[src/rtl/h2kr_pkg.sv]
// Shared types, constants and mod-26 helper functions for the Hill key recovery block.
`default_nettype none
package h2kr_pkg;

  localparam int unsigned Letters = 26;
  localparam int unsigned LetterW = 5;
  localparam int unsigned ProdW   = 2 * LetterW;
  localparam int unsigned SumW    = ProdW + 1;

  typedef logic [LetterW-1:0] letter_t;
  typedef logic [ProdW-1:0]   prod_t;
  typedef logic [SumW-1:0]    sum_t;

  typedef struct packed {
    letter_t m00;
    letter_t m01;
    letter_t m10;
    letter_t m11;
  } mat_t;

  // Folds a raw 5-bit field into 0..25.
  function automatic letter_t fold_letter(input letter_t v);
    letter_t r;
    r = (v >= letter_t'(Letters)) ? letter_t'(v - letter_t'(Letters)) : v;
    return r;
  endfunction

  // Reduces a value below 2048 mod 26. The reciprocal 39/1024 underestimates
  // the quotient by less than one, so a single compare and subtract finishes it.
  function automatic letter_t mod26(input sum_t v);
    logic [16:0] t;
    logic [6:0]  q;
    sum_t        r;
    t = 17'(v) * 17'(39);
    q = t[16:10];
    r = v - sum_t'(sum_t'(q) * sum_t'(Letters));
    return (r >= sum_t'(Letters)) ? letter_t'(r - sum_t'(Letters)) : letter_t'(r);
  endfunction

  // Additive inverse of a letter in 0..25.
  function automatic letter_t neg26(input letter_t v);
    return (v == '0) ? '0 : letter_t'(letter_t'(Letters) - v);
  endfunction

  // Multiplicative inverse mod 26; zero when none exists.
  function automatic letter_t inv26(input letter_t v);
    letter_t r;
    case (v)
      5'd1:    r = 5'd1;
      5'd3:    r = 5'd9;
      5'd5:    r = 5'd21;
      5'd7:    r = 5'd15;
      5'd9:    r = 5'd3;
      5'd11:   r = 5'd19;
      5'd15:   r = 5'd7;
      5'd17:   r = 5'd23;
      5'd19:   r = 5'd11;
      5'd21:   r = 5'd5;
      5'd23:   r = 5'd17;
      5'd25:   r = 5'd25;
      default: r = 5'd0;
    endcase
    return r;
  endfunction

endpackage
`default_nettype wire

[src/rtl/h2kr_det.sv]
// Determinant, its inverse mod 26 and the adjugate of the plaintext matrix, two stages.
`default_nettype none
module h2kr_det (
  input  wire              clk_i,
  input  wire              en1_i,
  input  wire              en2_i,
  input  h2kr_pkg::mat_t   plain_i,
  input  h2kr_pkg::mat_t   cipher_i,
  output h2kr_pkg::mat_t   adj_o,
  output h2kr_pkg::letter_t dinv_o,
  output h2kr_pkg::mat_t   cipher_o
);

  h2kr_pkg::mat_t   p_d, p_q, c1_d, c1_q, adj_d, adj_q, c2_q;
  h2kr_pkg::prod_t  pa_d, pa_q, pb_d, pb_q;
  h2kr_pkg::letter_t det_a, det_b, det_s, dinv_d, dinv_q;
  logic [h2kr_pkg::LetterW:0] det_sum;

  always_comb begin
    p_d.m00  = h2kr_pkg::fold_letter(plain_i.m00);
    p_d.m01  = h2kr_pkg::fold_letter(plain_i.m01);
    p_d.m10  = h2kr_pkg::fold_letter(plain_i.m10);
    p_d.m11  = h2kr_pkg::fold_letter(plain_i.m11);
    c1_d.m00 = h2kr_pkg::fold_letter(cipher_i.m00);
    c1_d.m01 = h2kr_pkg::fold_letter(cipher_i.m01);
    c1_d.m10 = h2kr_pkg::fold_letter(cipher_i.m10);
    c1_d.m11 = h2kr_pkg::fold_letter(cipher_i.m11);
    pa_d = h2kr_pkg::prod_t'(p_d.m00) * h2kr_pkg::prod_t'(p_d.m11);
    pb_d = h2kr_pkg::prod_t'(p_d.m01) * h2kr_pkg::prod_t'(p_d.m10);
  end

  always_ff @(posedge clk_i) begin
    if (en1_i) begin
      p_q  <= p_d;
      c1_q <= c1_d;
      pa_q <= pa_d;
      pb_q <= pb_d;
    end
  end

  always_comb begin
    det_a   = h2kr_pkg::mod26(h2kr_pkg::sum_t'(pa_q));
    det_b   = h2kr_pkg::mod26(h2kr_pkg::sum_t'(pb_q));
    // Adding 26 first keeps the difference non-negative.
    det_sum = (h2kr_pkg::LetterW+1)'(det_a) + (h2kr_pkg::LetterW+1)'(h2kr_pkg::Letters)
            - (h2kr_pkg::LetterW+1)'(det_b);
    det_s   = (det_sum >= (h2kr_pkg::LetterW+1)'(h2kr_pkg::Letters))
            ? h2kr_pkg::letter_t'(det_sum - (h2kr_pkg::LetterW+1)'(h2kr_pkg::Letters))
            : h2kr_pkg::letter_t'(det_sum);
    dinv_d  = h2kr_pkg::inv26(det_s);
    adj_d.m00 = p_q.m11;
    adj_d.m01 = h2kr_pkg::neg26(p_q.m01);
    adj_d.m10 = h2kr_pkg::neg26(p_q.m10);
    adj_d.m11 = p_q.m00;
  end

  always_ff @(posedge clk_i) begin
    if (en2_i) begin
      adj_q  <= adj_d;
      dinv_q <= dinv_d;
      c2_q   <= c1_q;
    end
  end

  assign adj_o    = adj_q;
  assign dinv_o   = dinv_q;
  assign cipher_o = c2_q;

endmodule
`default_nettype wire

[src/rtl/h2kr_lane.sv]
// One key lane: dot product of an inverse row with a ciphertext column.
`default_nettype none
module h2kr_lane (
  input  wire               clk_i,
  input  wire               en_i,
  input  h2kr_pkg::letter_t row0_i,
  input  h2kr_pkg::letter_t row1_i,
  input  h2kr_pkg::letter_t col0_i,
  input  h2kr_pkg::letter_t col1_i,
  output h2kr_pkg::sum_t    sum_o
);

  h2kr_pkg::prod_t prod0, prod1;
  h2kr_pkg::sum_t  sum_d, sum_q;

  always_comb begin
    prod0 = h2kr_pkg::prod_t'(row0_i) * h2kr_pkg::prod_t'(col0_i);
    prod1 = h2kr_pkg::prod_t'(row1_i) * h2kr_pkg::prod_t'(col1_i);
    sum_d = h2kr_pkg::sum_t'(prod0) + h2kr_pkg::sum_t'(prod1);
  end

  always_ff @(posedge clk_i) begin
    if (en_i) begin
      sum_q <= sum_d;
    end
  end

  assign sum_o = sum_q;

endmodule
`default_nettype wire

[src/rtl/h2kr_merge.sv]
// Merge stage: reduces the four lane sums mod 26 into the output register.
`default_nettype none
module h2kr_merge (
  input  wire               clk_i,
  input  wire               en_i,
  input  h2kr_pkg::sum_t    sum00_i,
  input  h2kr_pkg::sum_t    sum01_i,
  input  h2kr_pkg::sum_t    sum10_i,
  input  h2kr_pkg::sum_t    sum11_i,
  input  wire               inv_ok_i,
  output h2kr_pkg::mat_t    key_o,
  output logic              inv_ok_o
);

  h2kr_pkg::mat_t key_d, key_q;
  logic           inv_ok_q;

  always_comb begin
    key_d.m00 = h2kr_pkg::mod26(sum00_i);
    key_d.m01 = h2kr_pkg::mod26(sum01_i);
    key_d.m10 = h2kr_pkg::mod26(sum10_i);
    key_d.m11 = h2kr_pkg::mod26(sum11_i);
  end

  always_ff @(posedge clk_i) begin
    if (en_i) begin
      key_q    <= key_d;
      inv_ok_q <= inv_ok_i;
    end
  end

  assign key_o    = key_q;
  assign inv_ok_o = inv_ok_q;

endmodule
`default_nettype wire

[src/rtl/hill2x2_key_recovery_mod26.sv]
// Throughput: one word per cycle while the output is not stalled; each of the five
// stages advances whenever it is empty or the stage after it advances, so bubbles
// close up under output stalls. Four parallel lanes compute the key entries.
// Reset clears only the stage valid bits; payload registers are not reset.
`default_nettype none
module hill2x2_key_recovery_mod26 (
  input  wire        clk_i,
  input  wire        rst_ni,
  input  wire        in_valid_i,
  output logic       in_ready_o,
  input  wire  [4:0] plain_r0c0_i,
  input  wire  [4:0] plain_r0c1_i,
  input  wire  [4:0] plain_r1c0_i,
  input  wire  [4:0] plain_r1c1_i,
  input  wire  [4:0] cipher_r0c0_i,
  input  wire  [4:0] cipher_r0c1_i,
  input  wire  [4:0] cipher_r1c0_i,
  input  wire  [4:0] cipher_r1c1_i,
  output logic       out_valid_o,
  input  wire        out_ready_i,
  output logic [4:0] key_r0c0_o,
  output logic [4:0] key_r0c1_o,
  output logic [4:0] key_r1c0_o,
  output logic [4:0] key_r1c1_o,
  output logic       invertible_o
);

  logic v1_q, v2_q, v3_q, v4_q, v5_q;
  logic en1, en2, en3, en4, en5;

  h2kr_pkg::mat_t    plain, cipher, adj, c2, inv_d, inv_q, c3_q, key;
  h2kr_pkg::letter_t dinv;
  h2kr_pkg::sum_t    s00, s01, s10, s11;
  logic              ok3_q, ok4_q, ok_out;

  // Each stage moves forward when it is empty or its successor moves.
  assign en5 = !v5_q || out_ready_i;
  assign en4 = !v4_q || en5;
  assign en3 = !v3_q || en4;
  assign en2 = !v2_q || en3;
  assign en1 = !v1_q || en2;
  assign in_ready_o = en1;

  always_ff @(posedge clk_i or negedge rst_ni) begin
    if (!rst_ni) begin
      v1_q <= 1'b0;
      v2_q <= 1'b0;
      v3_q <= 1'b0;
      v4_q <= 1'b0;
      v5_q <= 1'b0;
    end else begin
      if (en1) v1_q <= in_valid_i;
      if (en2) v2_q <= v1_q;
      if (en3) v3_q <= v2_q;
      if (en4) v4_q <= v3_q;
      if (en5) v5_q <= v4_q;
    end
  end

  assign plain  = '{m00: plain_r0c0_i, m01: plain_r0c1_i,
                    m10: plain_r1c0_i, m11: plain_r1c1_i};
  assign cipher = '{m00: cipher_r0c0_i, m01: cipher_r0c1_i,
                    m10: cipher_r1c0_i, m11: cipher_r1c1_i};

  h2kr_det u_det (
    .clk_i    (clk_i),
    .en1_i    (en1),
    .en2_i    (en2),
    .plain_i  (plain),
    .cipher_i (cipher),
    .adj_o    (adj),
    .dinv_o   (dinv),
    .cipher_o (c2)
  );

  // Scale the adjugate by the determinant inverse; a zero inverse zeroes the key.
  always_comb begin
    inv_d.m00 = h2kr_pkg::mod26(h2kr_pkg::sum_t'(h2kr_pkg::prod_t'(adj.m00) *
                                                 h2kr_pkg::prod_t'(dinv)));
    inv_d.m01 = h2kr_pkg::mod26(h2kr_pkg::sum_t'(h2kr_pkg::prod_t'(adj.m01) *
                                                 h2kr_pkg::prod_t'(dinv)));
    inv_d.m10 = h2kr_pkg::mod26(h2kr_pkg::sum_t'(h2kr_pkg::prod_t'(adj.m10) *
                                                 h2kr_pkg::prod_t'(dinv)));
    inv_d.m11 = h2kr_pkg::mod26(h2kr_pkg::sum_t'(h2kr_pkg::prod_t'(adj.m11) *
                                                 h2kr_pkg::prod_t'(dinv)));
  end

  always_ff @(posedge clk_i) begin
    if (en3) begin
      inv_q <= inv_d;
      c3_q  <= c2;
      ok3_q <= (dinv != '0);
    end
    if (en4) begin
      ok4_q <= ok3_q;
    end
  end

  h2kr_lane u_lane00 (
    .clk_i (clk_i), .en_i (en4),
    .row0_i (inv_q.m00), .row1_i (inv_q.m01),
    .col0_i (c3_q.m00),  .col1_i (c3_q.m10),
    .sum_o (s00)
  );

  h2kr_lane u_lane01 (
    .clk_i (clk_i), .en_i (en4),
    .row0_i (inv_q.m00), .row1_i (inv_q.m01),
    .col0_i (c3_q.m01),  .col1_i (c3_q.m11),
    .sum_o (s01)
  );

  h2kr_lane u_lane10 (
    .clk_i (clk_i), .en_i (en4),
    .row0_i (inv_q.m10), .row1_i (inv_q.m11),
    .col0_i (c3_q.m00),  .col1_i (c3_q.m10),
    .sum_o (s10)
  );

  h2kr_lane u_lane11 (
    .clk_i (clk_i), .en_i (en4),
    .row0_i (inv_q.m10), .row1_i (inv_q.m11),
    .col0_i (c3_q.m01),  .col1_i (c3_q.m11),
    .sum_o (s11)
  );

  h2kr_merge u_merge (
    .clk_i    (clk_i),
    .en_i     (en5),
    .sum00_i  (s00),
    .sum01_i  (s01),
    .sum10_i  (s10),
    .sum11_i  (s11),
    .inv_ok_i (ok4_q),
    .key_o    (key),
    .inv_ok_o (ok_out)
  );

  assign out_valid_o  = v5_q;
  assign key_r0c0_o   = key.m00;
  assign key_r0c1_o   = key.m01;
  assign key_r1c0_o   = key.m10;
  assign key_r1c1_o   = key.m11;
  assign invertible_o = ok_out;

  // The pipeline only refuses a word when the output holds a word that is not taken.
  assert property (@(posedge clk_i) disable iff (!rst_ni)
    !in_ready_o |-> (out_valid_o && !out_ready_i))
    else $error("input stalled without output backpressure");

  // An accepted word always occupies the first stage on the next edge.
  assert property (@(posedge clk_i) disable iff (!rst_ni)
    (in_valid_i && in_ready_o) |=> v1_q)
    else $error("accepted word lost at first stage");

  // A singular plaintext yields an all-zero key.
  assert property (@(posedge clk_i) disable iff (!rst_ni)
    (out_valid_o && !invertible_o) |->
      (key.m00 == '0 && key.m01 == '0 && key.m10 == '0 && key.m11 == '0))
    else $error("nonzero key for singular plaintext");

  // Every delivered key entry is a proper residue.
  assert property (@(posedge clk_i) disable iff (!rst_ni)
    out_valid_o |-> (key.m00 < 5'd26 && key.m01 < 5'd26 &&
                     key.m10 < 5'd26 && key.m11 < 5'd26))
    else $error("key entry out of range");

endmodule
`default_nettype wire

[config.mk]
export PLATFORM = sky130hd
export DESIGN_NAME = hill2x2_key_recovery_mod26
export DESIGN_NICKNAME = d
export VERILOG_FILES = /design/src/rtl/h2kr_pkg.sv /design/src/rtl/h2kr_det.sv /design/src/rtl/h2kr_lane.sv /design/src/rtl/h2kr_merge.sv /design/src/rtl/hill2x2_key_recovery_mod26.sv
export SDC_FILE = /design/constraint.sdc
export NUM_CORES = 2
export LEC_CHECK = 0
export ABC_AREA = 1
export BUFFER_PORTS_ARGS = -buffer_cell sky130_fd_sc_hd__buf_4
export CAP_MARGIN = 10
export CORE_UTILIZATION = 60
export CTS_CLUSTER_DIAMETER = 40
export CTS_CLUSTER_SIZE = 10
export DETAILED_ROUTE_END_ITERATION = 10
export PLACE_DENSITY = 0.77
export SETUP_SLACK_MARGIN = 0.02
export SKIP_LAST_GASP = 1
export SLEW_MARGIN = 5
export SYNTH_ARGS = -nofsm -noshare
export SYNTH_HDL_FRONTEND = slang
export SYNTH_SLANG_ARGS = --single-unit
[constraint.sdc]
create_clock -name clk_i -period 20.9 [get_ports clk_i]
set_input_delay 2.09 -clock clk_i [delete_from_list [all_inputs] [get_ports clk_i]]
set_output_delay 2.09 -clock clk_i [all_outputs]
set_load 0.005 [all_outputs]
==> impl_metrics.json <==
{
  "status": "finished with violations",
  "violations": "design-rule violations",
  "grt_max_degree": 48,
  "drv_cap": 0,
  "grt_use_met2_pct": 43.84,
  "synthFlopType": "edfxtp_1",
  "rrSetupSlack_ns": 10.58,
  "wl_per_cell_microns": 12.98,
  "postSynthAreaPerCell_sq_um": 7.893,
  "cts_tree": "yes",
  "crit_path_end_kind": "flip-flop",
  "cts_max_level": 2,
  "grt_use_total_pct": 24.12,
  "top_usage_layer": "met2",
  "cts.sinks": 217,
  "setup_violations": 0,
  "path_delay_family": "adder cells",
  "ys_seq_area_share_pct": 16.18,
  "fill_cells": 5555,
  "clkLatencyLatePin_ns": 0.57,
  "cts_hold_buf": 0,
  "drt-initial-drc-count": 1494,
  "cts_root_buffer": "clkbuf_16",
  "drcViolationCount": 12,
  "crit_fanout": 21,
  "cp-start-kind": "flip-flop",
  "min_period_ns": 10.32,
  "place.gp.congestion": 0.8879,
  "die_h_microns": 260.6,
  "post_cts_resized": 0,
  "core_area_sq_um": 65980,
  "worst_path_max_delay_cell": "edfxtp_1",
  "ys.warnings.count": 0,
  "synth_top_area_cell": "ha_1",
  "drtAntennaViolNets": 0,
  "required_ns": 21.21,
  "synth_area_sq_um": 40120,
  "timing.final.hold_violations": 0,
  "report.final.slew_viol_count": 0,
  "start_util_pct": 60.81,
  "io_buffers": 66,
  "synth.distinct_cells": 46,
  "num_rows": 94,
  "synth_nets": 6254,
  "tightest_slew_ns": 1.099,
  "die_w_microns": 260.6,
  "grtUsageMet3_pct": 2.477,
  "antenna_found_initial": 1,
  "routed_wl_microns": 78490,
  "async_reset_ff_share_pct": 2.304,
  "crit_buf_inv": 7,
  "syn2layout_area_growth_pct": 6.948,
  "first_global_vias": 31290,
  "postCtsSetupRepairBufs": 0,
  "netlist_top_cells_area": "ha_1 (24%), fa_1 (19%), edfxtp_1 (16%)",
  "fmax_mhz": 96.95,
  "netlist.area_leader.share_pct": 23.58,
  "critPathKind": "reg -> reg",
  "rsz0062_at_grt": "no",
  "relSlewSlack_pct": 26.61,
  "antenna_cells": 0,
  "pin_count": 67,
  "finalSetupTns_ns": 0,
  "die_area_sq_um": 67910,
  "hpwl_microns": 66110,
  "synth_cells": 5083,
  "hold_class": "reg -> reg",
  "synth_most_common_cell": "inv_1",
  "vias": 31170,
  "use_met1_pct": 30.10,
  "path_common_cell": "nand2_1",
  "cts_buffers": 44,
  "viasPerCell": 5.157,
  "dr.pass1.iters": 11,
  "grt_pass1_wl_microns": 137200,
  "crit_arrival_ns": 10.62,
  "synth_edf_count": 212,
  "synth_common_cells": "inv_1 (1318), nand2_1 (1130), ha_1 (756), fa_1 (371), a21oi_1 (228)",
  "clk_pin_slew_ns": 0.05,
  "finalCritPeriodShare_pct": 49.35,
  "overflow": 0,
  "max_stage_delay_ns": 0.86,
  "finalClockSkew_ns": 0.02120,
  "nNetsFinal": 6323,
  "drive_gt1_share_pct": 4.227,
  "ys_seq_elements": 217,
  "clk_path_buf_depth": 3
}
-- cells in the final DEF (no fill, tap or decap), types with 5 or more instances in the layout --
cell type / instances
inv_1: 1315
xnor2_1: 61
nand3_1: 204
edfxtp_1: 212
nand2_2: 21
nand3_2: 10
or2_2: 5
ha_1: 756
nor3_1: 8
o21bai_1: 27
or2_1: 6
nor2_1: 198
dfrtp_1: 5
o21ai_0: 80
a211oi_1: 6
nand2_1: 1129
nor2_2: 20
nor2_4: 6
clkinv_1: 6
o21a_1: 9
clkbuf_1: 11
o211ai_1: 8
a31oi_1: 14
a21o_1: 21
a21oi_1: 228
inv_2: 12
buf_4: 73
xor2_1: 138
fa_1: 371
a221oi_1: 6
o21ai_1: 11
nand4_1: 87
a21boi_0: 8
inv_6: 6
nand3b_1: 27
clkbuf_16: 45
-- through the flow --
| step | hold slack, ns | std cells | util [%] | setup slack [ns] | cell area, sq um |
|---|---|---|---|---|---|
| global route | 0.4212 | 6045 | 65.03 | 9.785 | 42910 |
| global placement | 0.4004 | 5970 | 63.00 | 10.94 | 41570 |
| finish | 0.4154 | 6045 | 65.03 | 10.58 | 42910 |
| CTS | 0.4160 | 6045 | 65.03 | 10.66 | 42910 |
| floorplan | 0.4003 | 5083 | - | 11.82 | 40120 |
| detailed placement | 0.4045 | 5970 | 63.00 | 10.69 | 41570 |
-- final timing paths --
path	start	endpoint	cells past startpoint
min in group asynchronous	rst_ni	out_valid_o$_DFFE_PN0P_	1
max in group asynchronous	rst_ni	v2_q$_DFFE_PN0P_	1
worst max register to register	u_det.dinv_o[4]$_DFFE_PP_	inv_q[16]$_DFFE_PP_	48
worst min register to register	u_det.adj_d[4]$_DFFE_PP_	u_det.adj_o[4]$_DFFE_PP_	0
worst max-delay path	u_det.dinv_o[4]$_DFFE_PP_	inv_q[16]$_DFFE_PP_	48
worst min-delay path	u_det.adj_d[4]$_DFFE_PP_	u_det.adj_o[4]$_DFFE_PP_	0
-- registers in the layout, summed over array words and instances (netlist names), 10 cells and up --
name	count
c3_q	20
inv_q	20
u_det.adj_d	10
u_det.adj_o	20
u_det.c1_q	20
u_det.cipher_o	20
u_det.p_q	10
u_det.pa_q	10
u_det.pb_q	10
u_lane00.sum_o	11
u_lane01.sum_o	11
u_lane10.sum_o	11
u_lane11.sum_o	11
u_merge.key_o	20
-- cell type report --
| class | instances | area (sq um) | share of cell area [%] |
|---|---|---|---|
| multi-input combinational | 3488 | 28460 | 66.34 |
| sequential | 217 | 6491 | 15.13 |
| inverter | 1328 | 4985 | 11.62 |
| clock buffer | 56 | 1167 | 2.721 |
| tap | 864 | 1081 | 2.519 |
| timing repair buffer | 73 | 548.0 | 1.277 |
| clock inverter | 19 | 172.7 | 0.4024 |
-- cells by family (layout without fill, tap and decap cells) --
kind of cell / count (synthesis) / after routing / synth area share (%)
and+or+nand+nor: 1728 / 1728 / 18.31
buffers and inverters: 1378 / 1476 / 12.89
adders and majority gates: 1127 / 1127 / 42.09
AOI/OAI and AO/OA: 431 / 431 / 6.068
DFF: 217 / 217 / 16.18
xor gates and xnor gates: 202 / 202 / 4.466
-- per-layer routing --
metal | vias up | share of wire (%)
met5 | - | 0.022
met1 | 14520 | 44
met2 | 522 | 50
met4 | 2 | 2.5
met3 | 115 | 4.0
li1 | 16020 | -
Power is left out: the tool's default activity adds up to more than one toggle a clock period on the data nets, which glitch-free logic cannot reach.
